===== src/hdl/fzy_pkg.sv =====
`default_nettype none
package fzy_pkg;

  localparam int unsigned MEMB_FRAC_BITS_DEF = 8;
  localparam int unsigned TEMP_W = 8;
  localparam int unsigned RH_W   = 7;
  localparam int unsigned FAN_W  = 7;
  localparam int unsigned CFG_IDX_W = 3;
  localparam int unsigned CFG_DATA_W = 8;
  localparam int unsigned N_MB = 6;

  // configuration register indexes
  localparam logic [CFG_IDX_W-1:0] REG_T_COLD_END  = 3'd0;
  localparam logic [CFG_IDX_W-1:0] REG_T_MID       = 3'd1;
  localparam logic [CFG_IDX_W-1:0] REG_T_HOT_START = 3'd2;
  localparam logic [CFG_IDX_W-1:0] REG_H_DRY_END   = 3'd3;
  localparam logic [CFG_IDX_W-1:0] REG_H_MID       = 3'd4;
  localparam logic [CFG_IDX_W-1:0] REG_H_WET_START = 3'd5;

  localparam logic [TEMP_W-1:0] RST_T_COLD_END  = 8'd15;
  localparam logic [TEMP_W-1:0] RST_T_MID       = 8'd20;
  localparam logic [TEMP_W-1:0] RST_T_HOT_START = 8'd25;
  localparam logic [RH_W-1:0]   RST_H_DRY_END   = 7'd60;
  localparam logic [RH_W-1:0]   RST_H_MID       = 7'd70;
  localparam logic [RH_W-1:0]   RST_H_WET_START = 7'd80;

  // membership lanes: temperature columns then humidity rows
  localparam int unsigned MB_COLD   = 0;
  localparam int unsigned MB_MILD   = 1;
  localparam int unsigned MB_HOT    = 2;
  localparam int unsigned MB_WET    = 3;
  localparam int unsigned MB_NORMAL = 4;
  localparam int unsigned MB_DRY    = 5;

  // rows wet, normal, dry; columns cold, mild, hot
  localparam logic [FAN_W-1:0] SPEED [3][3] = '{
    '{7'd0,  7'd10, 7'd30},
    '{7'd25, 7'd50, 7'd75},
    '{7'd50, 7'd75, 7'd100}
  };

  typedef enum logic [1:0] {MB_ZERO, MB_ONE, MB_SLOPE} mb_cls_t;

  typedef struct packed {
    mb_cls_t    cls;
    logic [7:0] delta;
    logic [7:0] span;
  } mb_req_t;

  typedef struct packed {
    logic [TEMP_W-1:0] t_cold_end;
    logic [TEMP_W-1:0] t_mid;
    logic [TEMP_W-1:0] t_hot_start;
    logic [RH_W-1:0]   h_dry_end;
    logic [RH_W-1:0]   h_mid;
    logic [RH_W-1:0]   h_wet_start;
  } fzy_cfg_t;

  function automatic mb_req_t low_sh(input logic [7:0] x, input logic [7:0] lo,
                                     input logic [7:0] mid);
    mb_req_t r;
    r.delta = mid - x;
    r.span  = mid - lo;
    if (x <= lo) r.cls = MB_ONE;
    else if (x >= mid) r.cls = MB_ZERO;
    else r.cls = MB_SLOPE;
    return r;
  endfunction

  function automatic mb_req_t high_sh(input logic [7:0] x, input logic [7:0] mid,
                                      input logic [7:0] hi);
    mb_req_t r;
    r.delta = x - mid;
    r.span  = hi - mid;
    if (x >= hi) r.cls = MB_ONE;
    else if (x <= mid) r.cls = MB_ZERO;
    else r.cls = MB_SLOPE;
    return r;
  endfunction

  function automatic mb_req_t tri_mb(input logic [7:0] x, input logic [7:0] lo,
                                     input logic [7:0] mid, input logic [7:0] hi);
    mb_req_t r;
    r.cls   = MB_SLOPE;
    r.delta = x - lo;
    r.span  = mid - lo;
    if (x == mid) begin
      r.cls = MB_ONE;
    end else if (x < mid) begin
      if (x <= lo) r.cls = MB_ZERO;
    end else begin
      r.delta = hi - x;
      r.span  = hi - mid;
      if (x >= hi) r.cls = MB_ZERO;
    end
    return r;
  endfunction

endpackage
`default_nettype wire


===== src/hdl/fzy_fifo.sv =====
`default_nettype none
module fzy_fifo #(
  parameter int unsigned W     = 8,
  parameter int unsigned DEPTH = 4
) (
  input  wire logic         clk,
  input  wire logic         rst_n,
  input  wire logic         push,
  input  wire logic [W-1:0] wdata,
  output logic              full,
  input  wire logic         pop,
  output logic              empty,
  output logic [W-1:0]      rdata
);
  localparam int unsigned AW = (DEPTH > 1) ? $clog2(DEPTH) : 1;

  logic [W-1:0] mem_r [DEPTH];
  logic [AW:0]  wptr_r, rptr_r;
  logic         do_push, do_pop;

  assign full    = (wptr_r[AW] != rptr_r[AW]) && (wptr_r[AW-1:0] == rptr_r[AW-1:0]);
  assign empty   = (wptr_r == rptr_r);
  assign do_push = push && !full;
  assign do_pop  = pop && !empty;
  assign rdata   = mem_r[rptr_r[AW-1:0]];

  always_ff @(posedge clk) begin
    if (!rst_n) begin
      wptr_r <= '0;
      rptr_r <= '0;
    end else begin
      if (do_push) wptr_r <= wptr_r + 1'b1;
      if (do_pop)  rptr_r <= rptr_r + 1'b1;
    end
  end

  always_ff @(posedge clk) begin
    if (do_push) mem_r[wptr_r[AW-1:0]] <= wdata;
  end
endmodule
`default_nettype wire


===== src/hdl/fzy_div.sv =====
`default_nettype none
module fzy_div #(
  parameter int unsigned NUM_W  = 16,
  parameter int unsigned DEN_W  = 8,
  parameter int unsigned Q_W    = 8,
  parameter int unsigned SIDE_W = 1
) (
  input  wire logic              clk,
  input  wire logic              en,
  input  wire logic [NUM_W-1:0]  num_i,
  input  wire logic [DEN_W-1:0]  den_i,
  input  wire logic [SIDE_W-1:0] side_i,
  output logic [Q_W-1:0]         q_o,
  output logic [SIDE_W-1:0]      side_o
);
  // restoring division, one quotient bit per stage, msb first
  localparam int unsigned CW = NUM_W + DEN_W + Q_W;

  logic [NUM_W-1:0]  rem_p  [Q_W+1];
  logic [DEN_W-1:0]  den_p  [Q_W+1];
  logic [Q_W-1:0]    q_p    [Q_W+1];
  logic [SIDE_W-1:0] side_p [Q_W+1];

  assign rem_p[0]  = num_i;
  assign den_p[0]  = den_i;
  assign q_p[0]    = '0;
  assign side_p[0] = side_i;

  for (genvar i = 0; i < Q_W; i++) begin : g_stage
    localparam int unsigned SH = Q_W - 1 - i;
    logic [CW-1:0]     dsh;
    logic              take;
    logic [CW-1:0]     diff;
    logic [NUM_W-1:0]  rem_r;
    logic [DEN_W-1:0]  den_r;
    logic [Q_W-1:0]    q_r;
    logic [SIDE_W-1:0] side_r;

    assign dsh  = CW'(den_p[i]) << SH;
    assign take = CW'(rem_p[i]) >= dsh;
    assign diff = CW'(rem_p[i]) - dsh;

    always_ff @(posedge clk) begin
      if (en) begin
        rem_r  <= take ? diff[NUM_W-1:0] : rem_p[i];
        den_r  <= den_p[i];
        q_r    <= q_p[i] | (Q_W'(take) << SH);
        side_r <= side_p[i];
      end
    end

    assign rem_p[i+1]  = rem_r;
    assign den_p[i+1]  = den_r;
    assign q_p[i+1]    = q_r;
    assign side_p[i+1] = side_r;
  end

  assign q_o    = q_p[Q_W];
  assign side_o = side_p[Q_W];
endmodule
`default_nettype wire


===== src/hdl/fzy_front.sv =====
`default_nettype none
module fzy_front
  import fzy_pkg::*;
(
  input  wire fzy_cfg_t          cfg,
  input  wire logic [TEMP_W-1:0] temperature,
  input  wire logic [RH_W-1:0]   humidity,
  output mb_req_t [N_MB-1:0]     req
);
  logic [7:0] h, dry_end, mid, wet_start;

  assign h         = 8'(humidity);
  assign dry_end   = 8'(cfg.h_dry_end);
  assign mid       = 8'(cfg.h_mid);
  assign wet_start = 8'(cfg.h_wet_start);

  always_comb begin
    req[MB_COLD]   = low_sh(temperature, cfg.t_cold_end, cfg.t_mid);
    req[MB_MILD]   = tri_mb(temperature, cfg.t_cold_end, cfg.t_mid, cfg.t_hot_start);
    req[MB_HOT]    = high_sh(temperature, cfg.t_mid, cfg.t_hot_start);
    req[MB_WET]    = high_sh(h, mid, wet_start);
    req[MB_NORMAL] = tri_mb(h, dry_end, mid, wet_start);
    req[MB_DRY]    = low_sh(h, dry_end, mid);
  end
endmodule
`default_nettype wire


===== src/hdl/fzy_back.sv =====
`default_nettype none
module fzy_back
  import fzy_pkg::*;
#(
  parameter int unsigned MEMBERSHIP_FRAC_BITS = MEMB_FRAC_BITS_DEF
) (
  input  wire logic               clk,
  input  wire logic               rst_n,
  input  wire mb_req_t [N_MB-1:0] req,
  input  wire logic               req_vld,
  output logic                    req_take,
  output logic                    res_vld,
  output logic [FAN_W-1:0]        res_speed,
  input  wire logic               res_full
);
  localparam int unsigned F     = MEMBERSHIP_FRAC_BITS;
  localparam int unsigned MW    = F + 1;
  localparam int unsigned PW    = MW + FAN_W;
  localparam int unsigned RNW   = F + 9;
  localparam int unsigned RDW   = F + 2;
  localparam int unsigned NUMW  = F + 10;
  localparam int unsigned DENW  = F + 4;
  localparam int unsigned LAT   = F + 3 + FAN_W;
  localparam logic [MW-1:0] ONE = MW'(1) << F;

  logic           en;
  logic [LAT-1:0] vld_r;
  logic [MW-1:0]  mval [N_MB];

  assign en       = !vld_r[LAT-1] || !res_full;
  assign req_take = en && req_vld;
  assign res_vld  = vld_r[LAT-1];

  always_ff @(posedge clk) begin
    if (!rst_n) begin
      vld_r <= '0;
    end else if (en) begin
      vld_r <= {vld_r[LAT-2:0], req_take};
    end
  end

  // membership slopes
  for (genvar k = 0; k < N_MB; k++) begin : g_mb
    logic [F-1:0] q;
    logic [1:0]   side;

    fzy_div #(.NUM_W(8 + F), .DEN_W(8), .Q_W(F), .SIDE_W(2)) u_div (
      .clk(clk), .en(en),
      .num_i({req[k].delta, F'(0)}), .den_i(req[k].span), .side_i(req[k].cls),
      .q_o(q), .side_o(side)
    );

    always_comb begin
      case (mb_cls_t'(side))
        MB_ONE:   mval[k] = ONE;
        MB_ZERO:  mval[k] = '0;
        MB_SLOPE: mval[k] = MW'(q);
        default:  mval[k] = '0;
      endcase
    end
  end

  // rule strengths and weighted speeds
  logic [PW-1:0]   prod_r [9];
  logic [MW-1:0]   w_r    [9];
  logic [RNW-1:0]  rnum_r [3];
  logic [RDW-1:0]  rden_r [3];
  logic [NUMW-1:0] num_r;
  logic [DENW-1:0] den_r;

  for (genvar i = 0; i < 3; i++) begin : g_row
    for (genvar j = 0; j < 3; j++) begin : g_col
      logic [MW-1:0] w;
      assign w = (mval[MB_WET + i] < mval[MB_COLD + j]) ? mval[MB_WET + i] : mval[MB_COLD + j];
      always_ff @(posedge clk) begin
        if (en) begin
          w_r[i*3+j]    <= w;
          prod_r[i*3+j] <= PW'(w) * PW'(SPEED[i][j]);
        end
      end
    end

    always_ff @(posedge clk) begin
      if (en) begin
        rnum_r[i] <= RNW'(prod_r[i*3]) + RNW'(prod_r[i*3+1]) + RNW'(prod_r[i*3+2]);
        rden_r[i] <= RDW'(w_r[i*3]) + RDW'(w_r[i*3+1]) + RDW'(w_r[i*3+2]);
      end
    end
  end

  always_ff @(posedge clk) begin
    if (en) begin
      num_r <= NUMW'(rnum_r[0]) + NUMW'(rnum_r[1]) + NUMW'(rnum_r[2]);
      den_r <= DENW'(rden_r[0]) + DENW'(rden_r[1]) + DENW'(rden_r[2]);
    end
  end

  // weighted average, quotient never exceeds the top table speed
  logic [FAN_W-1:0] avg;
  logic             zero_w;

  fzy_div #(.NUM_W(NUMW), .DEN_W(DENW), .Q_W(FAN_W), .SIDE_W(1)) u_avg (
    .clk(clk), .en(en),
    .num_i(num_r), .den_i(den_r), .side_i(den_r == '0),
    .q_o(avg), .side_o(zero_w)
  );

  assign res_speed = zero_w ? '0 : avg;
endmodule
`default_nettype wire


===== src/hdl/fuzzy_fan_speed_controller_unit.sv =====
`default_nettype none
// fuzzy fan speed controller: each temperature/humidity word yields one fan speed word
// (0..100 percent), the floored weighted average of a 3x3 rule table whose rule strengths
// are the minimum of a temperature membership (cold, mild, hot) and a humidity membership
// (wet, normal, dry) placed by six breakpoint registers; zero total strength gives 0.
// a word is accepted every cycle while full is low; the path runs through the bit-per-stage
// membership dividers (MEMBERSHIP_FRAC_BITS stages), three rule and summing stages and the
// 7-stage averaging divider. a 4-entry queue sits between the
// classifier and the arithmetic pipeline and a 2-entry queue holds finished words, so
// either side can stall. configuration writes always complete (cfg_ready is high);
// indexes above five are ignored. write configuration only while the block is idle.
module fuzzy_fan_speed_controller_unit
  import fzy_pkg::*;
#(
  parameter int unsigned MEMBERSHIP_FRAC_BITS = MEMB_FRAC_BITS_DEF
) (
  input  wire logic                  clk,
  input  wire logic                  rst_n,
  // input words
  input  wire logic                  push,
  output logic                       full,
  input  wire logic [TEMP_W-1:0]     in_temperature,
  input  wire logic [RH_W-1:0]       in_humidity,
  // result words
  output logic                       empty,
  input  wire logic                  pop,
  output logic [FAN_W-1:0]           out_fan_speed,
  // configuration
  input  wire logic                  cfg_valid,
  output logic                       cfg_ready,
  input  wire logic [CFG_IDX_W-1:0]  cfg_index,
  input  wire logic [CFG_DATA_W-1:0] cfg_wdata
);
  localparam int unsigned REQ_W = $bits(mb_req_t) * N_MB;

  fzy_cfg_t cfg_r;
  logic     cfg_we;

  assign cfg_ready = 1'b1;
  assign cfg_we    = cfg_valid && cfg_ready;

  // breakpoint registers
  always_ff @(posedge clk) begin
    if (!rst_n) begin
      cfg_r.t_cold_end  <= RST_T_COLD_END;
      cfg_r.t_mid       <= RST_T_MID;
      cfg_r.t_hot_start <= RST_T_HOT_START;
      cfg_r.h_dry_end   <= RST_H_DRY_END;
      cfg_r.h_mid       <= RST_H_MID;
      cfg_r.h_wet_start <= RST_H_WET_START;
    end else if (cfg_we) begin
      case (cfg_index)
        REG_T_COLD_END:  cfg_r.t_cold_end  <= cfg_wdata;
        REG_T_MID:       cfg_r.t_mid       <= cfg_wdata;
        REG_T_HOT_START: cfg_r.t_hot_start <= cfg_wdata;
        REG_H_DRY_END:   cfg_r.h_dry_end   <= cfg_wdata[RH_W-1:0];
        REG_H_MID:       cfg_r.h_mid       <= cfg_wdata[RH_W-1:0];
        REG_H_WET_START: cfg_r.h_wet_start <= cfg_wdata[RH_W-1:0];
        default: ;
      endcase
    end
  end

  // front: classify each membership as zero, one or slope
  mb_req_t [N_MB-1:0] req_in, req_q;
  logic               q_empty, q_take;
  logic [REQ_W-1:0]   q_rdata;

  fzy_front u_front (
    .cfg(cfg_r), .temperature(in_temperature), .humidity(in_humidity), .req(req_in)
  );

  fzy_fifo #(.W(REQ_W), .DEPTH(4)) u_req_q (
    .clk(clk), .rst_n(rst_n),
    .push(push), .wdata(REQ_W'(req_in)), .full(full),
    .pop(q_take), .empty(q_empty), .rdata(q_rdata)
  );

  assign req_q = q_rdata;

  // back: divide, combine rules, average
  logic             res_vld, res_full;
  logic [FAN_W-1:0] res_speed;

  fzy_back #(.MEMBERSHIP_FRAC_BITS(MEMBERSHIP_FRAC_BITS)) u_back (
    .clk(clk), .rst_n(rst_n),
    .req(req_q), .req_vld(!q_empty), .req_take(q_take),
    .res_vld(res_vld), .res_speed(res_speed), .res_full(res_full)
  );

  // finished words wait here for the consumer
  fzy_fifo #(.W(FAN_W), .DEPTH(2)) u_res_q (
    .clk(clk), .rst_n(rst_n),
    .push(res_vld), .wdata(res_speed), .full(res_full),
    .pop(pop), .empty(empty), .rdata(out_fan_speed)
  );
endmodule
`default_nettype wire


===== config.mk =====
export PLATFORM = sky130hd
export DESIGN_NAME = fuzzy_fan_speed_controller_unit
export DESIGN_NICKNAME = d
export VERILOG_FILES = /design/src/hdl/fzy_pkg.sv /design/src/hdl/fzy_fifo.sv /design/src/hdl/fzy_div.sv /design/src/hdl/fzy_front.sv /design/src/hdl/fzy_back.sv /design/src/hdl/fuzzy_fan_speed_controller_unit.sv
export SDC_FILE = /design/constraint.sdc
export NUM_CORES = 2
export LEC_CHECK = 0
export BUFFER_PORTS_ARGS = -buffer_cell sky130_fd_sc_hd__buf_4
export CAP_MARGIN = 20
export CORE_UTILIZATION = 30
export DETAILED_ROUTE_END_ITERATION = 10
export PLACE_DENSITY_LB_ADDON = 0.12
export SYNTH_ARGS = -nofsm -noshare
export SYNTH_HDL_FRONTEND = slang
export SYNTH_SLANG_ARGS = --single-unit

===== constraint.sdc =====
create_clock -name clk -period 101.2 [get_ports clk]
set_input_delay 10.12 -clock clk [delete_from_list [all_inputs] [get_ports clk]]
set_output_delay 10.12 -clock clk [all_outputs]
set_load 0.005 [all_outputs]

# Word level (Yosys, flattened, before mapping)
# Memory sizes are Yosys's and may differ from the RTL's. A register that Yosys moved wholly into a read port is not among the register bits.
# Index checks and enable logic that the tools add are counted.
[op_classes]
n_addsub = 80
multipliers = 8
magnitude_cmp = 74
n_eq_ne = 25
n_mux = 94
n_bitwise = 48
reduce_logical = 21
[op_table]
columns = ["cell", "n"]
rows = [
  ["16-bit two-way mux", 46],
  ["18-bit two-way mux", 6],
  ["9-bit case mux with 2 select lines", 6],
  ["16-bit by 10-bit greater-or-equal comparator with 1-bit output", 6],
  ["16-bit by 11-bit greater-or-equal comparator with 1-bit output", 6],
  ["16-bit by 12-bit greater-or-equal comparator with 1-bit output", 6],
  ["16-bit by 13-bit greater-or-equal comparator with 1-bit output", 6],
  ["16-bit by 14-bit greater-or-equal comparator with 1-bit output", 6],
  ["16-bit by 15-bit greater-or-equal comparator with 1-bit output", 6],
  ["16-bit by 8-bit greater-or-equal comparator with 1-bit output", 6],
  ["16-bit by 9-bit greater-or-equal comparator with 1-bit output", 6],
  ["16-bit by 10-bit subtractor with 16-bit output", 6],
  ["16-bit by 11-bit subtractor with 16-bit output", 6],
  ["16-bit by 12-bit subtractor with 16-bit output", 6],
  ["16-bit by 13-bit subtractor with 16-bit output", 6],
  ["16-bit by 14-bit subtractor with 16-bit output", 6],
  ["16-bit by 15-bit subtractor with 16-bit output", 6],
  ["16-bit by 9-bit subtractor with 16-bit output", 6],
  ["9-bit < comparator", 9],
  ["9-bit two-way mux", 9],
  ["9-bit by 5-bit multiplier with 14-bit output (second input constant)", 4],
  ["16-bit by 16-bit adder with 17-bit output", 3],
  ["17-bit by 16-bit adder with 17-bit output", 3],
  ["8-bit by 1-bit OR with 8-bit output", 6],
  ["64 further kinds", 168],
]
[totals]
reg_bits = 1779
ramBits = 752
inputBits = 31
memories = 6
[memory_table]
columns = ["name", "depth", "width", "rd", "rd_ports_with_merged_regs", "wr", "line_no", "source"]
rows = [
  ["u_req_q.mem_r", 4, 108, 1, 1, 1, "fzy_fifo.sv:17", "logic [W-1:0] mem_r [DEPTH];"],
  ["u_back.prod_r", 9, 16, 9, 0, 9, "fzy_back.sv:64", "logic [PW-1:0] prod_r [9];"],
  ["u_back.w_r", 9, 9, 9, 0, 9, "fzy_back.sv:65", "logic [MW-1:0] w_r [9];"],
  ["u_back.rnum_r", 3, 17, 3, 0, 3, "fzy_back.sv:66", "logic [RNW-1:0] rnum_r [3];"],
  ["u_back.rden_r", 3, 10, 3, 0, 3, "fzy_back.sv:67", "logic [RDW-1:0] rden_r [3];"],
  ["u_res_q.mem_r", 2, 7, 1, 1, 1, "fzy_fifo.sv:17", ""],
]

# Depth between registers and ports, before layout
[depth]
word_depth = 8
ltp_mapped = 28

# Modules after synthesis
# Synthesis repeated with hierarchy kept, for this count alone.
[unflattened]
cells_unflattened = 9571
area_unflattened_um2 = 123624.8
[by_module_without_submodules]
columns = ["module", "instances", "cells_per_inst", "area_each_um2"]
rows = [
  ["fzy_div (u_back.g_mb[0].u_div ...)", 3, 849, 10770.3],
  ["fzy_back", 1, 2139, 24735.0],
  ["fzy_div (u_back.g_mb[4].u_div ...)", 2, 836, 10737.8],
  ["fzy_fifo (u_req_q)", 1, 632, 16109.2],
  ["fzy_div (u_back.u_avg)", 1, 976, 11706.2],
  ["fzy_div (u_back.g_mb[3].u_div)", 1, 837, 10724.0],
  ["fzy_front", 1, 540, 4011.3],
  ["fuzzy_fan_speed_controller_unit", 1, 172, 1780.5],
  ["fzy_fifo (u_res_q)", 1, 56, 772.0],
]

# Worst setup path after synthesis
# OpenSTA, ideal clock, no wires.
[synth_timing]
path_type = "reg-to-reg"
from = "register u_res_q.wptr_r[1]"
to = "register u_back.den_r[0] (enable)"
setup_ps = 2657
t_arrival_ps = 45457
path_slack_ps = 53086
stages_incl_launch_ff = 6
path_buffers = 2
synth_period_minus_slack_ps = 48114
path_cell_list = "dfxtp_1 > xor2_1 > and3_1 > buf_2 > clkinv_1 > clkbuf_1"
[synth_via]
elab_chain_cells = 4
[synth_rtl]
columns = ["element", "line_no", "source"]
rows = [
  ["start: declaration", "fzy_fifo.sv:18", "logic [AW:0] wptr_r, rptr_r;"],
  ["start signal: assignment", "fzy_fifo.sv:32", "if (do_push) wptr_r <= wptr_r + 1'b1;"],
  ["1-bit != test", "fzy_fifo.sv:21", "assign full = (wptr_r[AW] != rptr_r[AW]) && (wptr_r[AW-1:0] == rptr_r[AW-1:0]);"],
  ["1-bit logical AND", "fzy_fifo.sv:21", ""],
  ["1-bit zero test", "fzy_back.sv:30", "assign en = !vld_r[LAT-1] || !res_full;"],
  ["1-bit logical OR", "fzy_back.sv:30", ""],
  ["end signal: assignment", "fzy_back.sv:94", "den_r <= DENW'(rden_r[0]) + DENW'(rden_r[1]) + DENW'(rden_r[2]);"],
  ["end: declaration", "fzy_back.sv:69", "logic [DENW-1:0] den_r;"],
]
# No other way between the ends.
# A chain may end at the register's enable or synchronous reset.

==> flow_summary.ini <==
[global_routing]
grt_usage_pct = 13.1
grt_first_pass_wirelength_mm = 401
antenna_found_initial = 8
grt-ovfl-total = 0
grt_max_degree = 168
grt_pass1_vias = 69000

[synth]
ys_seq_area_share_pct = 55.8
synth_area_leaders = edfxtp_1 54%, ha_1 11%, fa_1 3.2%
synth-edff-count = 2090
ys_warn_count = 0
async_reset_ff_share_pct = 0
synth.distinct_cells = 106
synth_most_common_cell = edfxtp_1
syn_area_per_cell_sq_um = 12.7
synth_area_leader_cell = edfxtp_1
synth_top_area_share_pct = 54.5
synth_area_sq_um = 115000
syn_inst = 9039
synth_nets = 10200
synth_seq_cells = 2166
synth_common_cells = 2,090 x edfxtp_1, 978 x ha_1, 928 x inv_1, 556 x nand2_1, 466 x nor2_1
synth_ff_type = edfxtp_1

[clocking]
clk_pin_slew_ns = 0.06
cts_buffers = 269
cts.sink_count = 2166
tritoncts = done
root_buffer = clkbuf_16
cts_hold_buf = 0
cts-htree-levels = 5
cts_resized = 0
clockBufferDepth = 4
clock_latency_ns = 0.89
post_cts_buffers = 0

[cells_and_area]
nNetsFinal = 10500
multiInputGateArea_sq_um = 46800
fillCellCount = 37200
area_delta_synth_final_pct = 13.3
area.sequential_sq_um = 64300
drive_gt1_share_pct = 8.81
final_util_pct = 34.1

[drt]
drc = 0
wl_per_cell_um = 17.9
vias = 68000
vias_per_cell = 4.68
wl_mm = 260
antenna_left = 0
drt_first_pass_iters = 6
first_iter_violations = 4107

[timing]
rsz0062_at_grt = false
setup_slack_ns = 88.77
finalHoldViolations = 0
post-route-min-period_ns = 12.43
drv_slew = 0
slew_headroom_pct = 20.3
fin_tns_setup_ns = 0
max_freq_mhz = 80.4
tightest_slew_ns = 1.18
setup_viol = 0
period_share_pct = 12.3
clock_skew_ns = 0.0781

[setup_path]
cp-end-kind = flop
path_delay_family = compound AO/OA/AOI/OAI gates
required_ns = 101.81
critPathKind = primary input to flop
max_stage_delay_ns = 0.48
path_buf_inv = 3
cp-startpoint = in_temperature[0]
crit_arrival_ns = 13.04
path_common_cell = o21ai_0
r2r-start = u_back.g_mb[1].u_div.side_o[0]
path_max_fanout = 10
cp_cell_sequence = buf_4 > inv_1 > ha_1 > fa_1 > nor2b_1 > o21ai_0 > a21boi_0 > o21ai_0 > a21oi_1 > o21ai_2 > buf_16 > mux2_2
startpoint_type = primary input
cp_slowest_cell = a21oi_1

[place]
hpwlAfterDp_mm = 191
pre_cts_ws_ns = 87.85
place_congestion = 0.825
port_buffers = 39

[floorplanning]
die_h_um = 622
io_pins = 41
start_util_pct = 30.1
die_x_um = 622
die-area_sq_um = 386000
coreArea_sq_um = 382000
row_count = 227

[outcome]
status = completed

[worst_hold_path]
hp-start = u_back.g_mb[3].u_div.g_stage[5].q_r[5]
worstHoldPathType = flop to flop

[job]
drv_cap = 0
[metal layers]
layer  wire length, um  track usage [%]  part of all wire [%]
met3              8170             1.68                   3.1
met4              7120             3.85                   2.7
met1            123000             17.7                    47
met2            121000             21.9                    47
met5                 0                0                     0
[placed cells by master, fill, tap and decap left out, types with 50 or more instances in the layout]
master	netlist	final
nor4_1	68	65
a211oi_1	59	57
mux2i_1	106	106
clkinv_1	1	50
fa_1	185	185
or3_1	53	53
a21o_1	154	154
o31ai_1	70	70
xnor2_1	334	334
o21ai_0	459	458
buf_4	4	102
clkbuf_16	0	271
mux2_2	145	145
clkbuf_1	74	50
nand4_1	65	65
o21a_1	133	133
nor3_1	162	161
dfxtp_1	76	74
nor2b_1	191	191
a21boi_0	88	88
ha_1	978	978
nand2b_1	116	116
nand2_1	556	556
nor2_1	466	465
inv_1	928	928
mux4_2	104	104
nand3_1	109	109
edfxtp_1	2090	2090
a21oi_1	438	438
xor2_1	233	233
[sequential cells by signal (all words and copies together), names as in the netlist, 7 cells and up, named ones only]
signal / cells
u_req_q.mem_r: 424
u_back.g_mb.u_div.q_o: 48
u_back.g_mb.u_div.g_stage.q_r: 168
u_back.u_avg.g_stage.den_r: 72
u_back.u_avg.g_stage.rem_r: 108
u_back.den_r: 12
u_back.g_mb.u_div.g_stage.rem_r: 504
u_back.g_mb.u_div.g_stage.den_r: 336
u_back.g_mb.u_div.g_stage.side_r: 84
cfg_r: 45
u_back.rden_r: 30
u_back.u_avg.q_o: 7
u_back.u_avg.g_stage.q_r: 21
u_back.w_r: 81
u_res_q.mem_r: 14
u_back.prod_r: 96
u_back.rnum_r: 48
u_back.num_r: 18
u_back.g_mb.u_div.side_o: 12
u_back.vld_r: 18
[cell families (layout without fill, tap and decap cells)]
logic type	after synthesis	count (layout)	synth area share (%)
fa+ha+maj	1163	1163	13.8
xor+xnor	567	567	4.31
simple gates	1987	1987	8.50
other cells	1	11	0.00326
mux	358	358	4.41
flops	2166	2166	55.8
compound gates	1725	1725	9.53
buf+inv	1072	1514	3.59
[final timing paths]
check | cells after the start | to | slack (ns)
setup / recovery | 12 | u_req_q.mem_r[0][32] | 88.77
hold / removal | 0 | u_back.g_mb[3].u_div.g_stage[6].q_r[5] | 0.40
setup reg to reg | 24 | u_back.prod_r[0][125] | 94.36
hold reg to reg | 0 | u_back.g_mb[3].u_div.g_stage[6].q_r[5] | 0.40
[stage by stage]
stage          instances  area [sq um]  hold slack [ns]
6_report           14500        130000            0.396
2_1_floorplan       9039        115000            0.400
3_3_place_gp       14000        122000            0.402
5_1_grt            14500        130000            0.397
3_5_place_dp       14000        122000            0.405
4_1_cts            14500        130000            0.387
[area by class of cell]
cell class                      instances  share of cell area (%)
Sequential cell                      2166                    49.3
Multi-Input combinational cell       5801                    35.9
Clock buffer                          325                    5.38
Tap cell                             5038                    4.83
Inverter                              931                    2.68
Clock inverter                        147                    1.20
Timing Repair Buffer                  111                   0.713
Antenna cell                           10                  0.0192
Power is not shown: default switching activity piles up to over one toggle a cycle in this logic, so the estimate is an artifact.
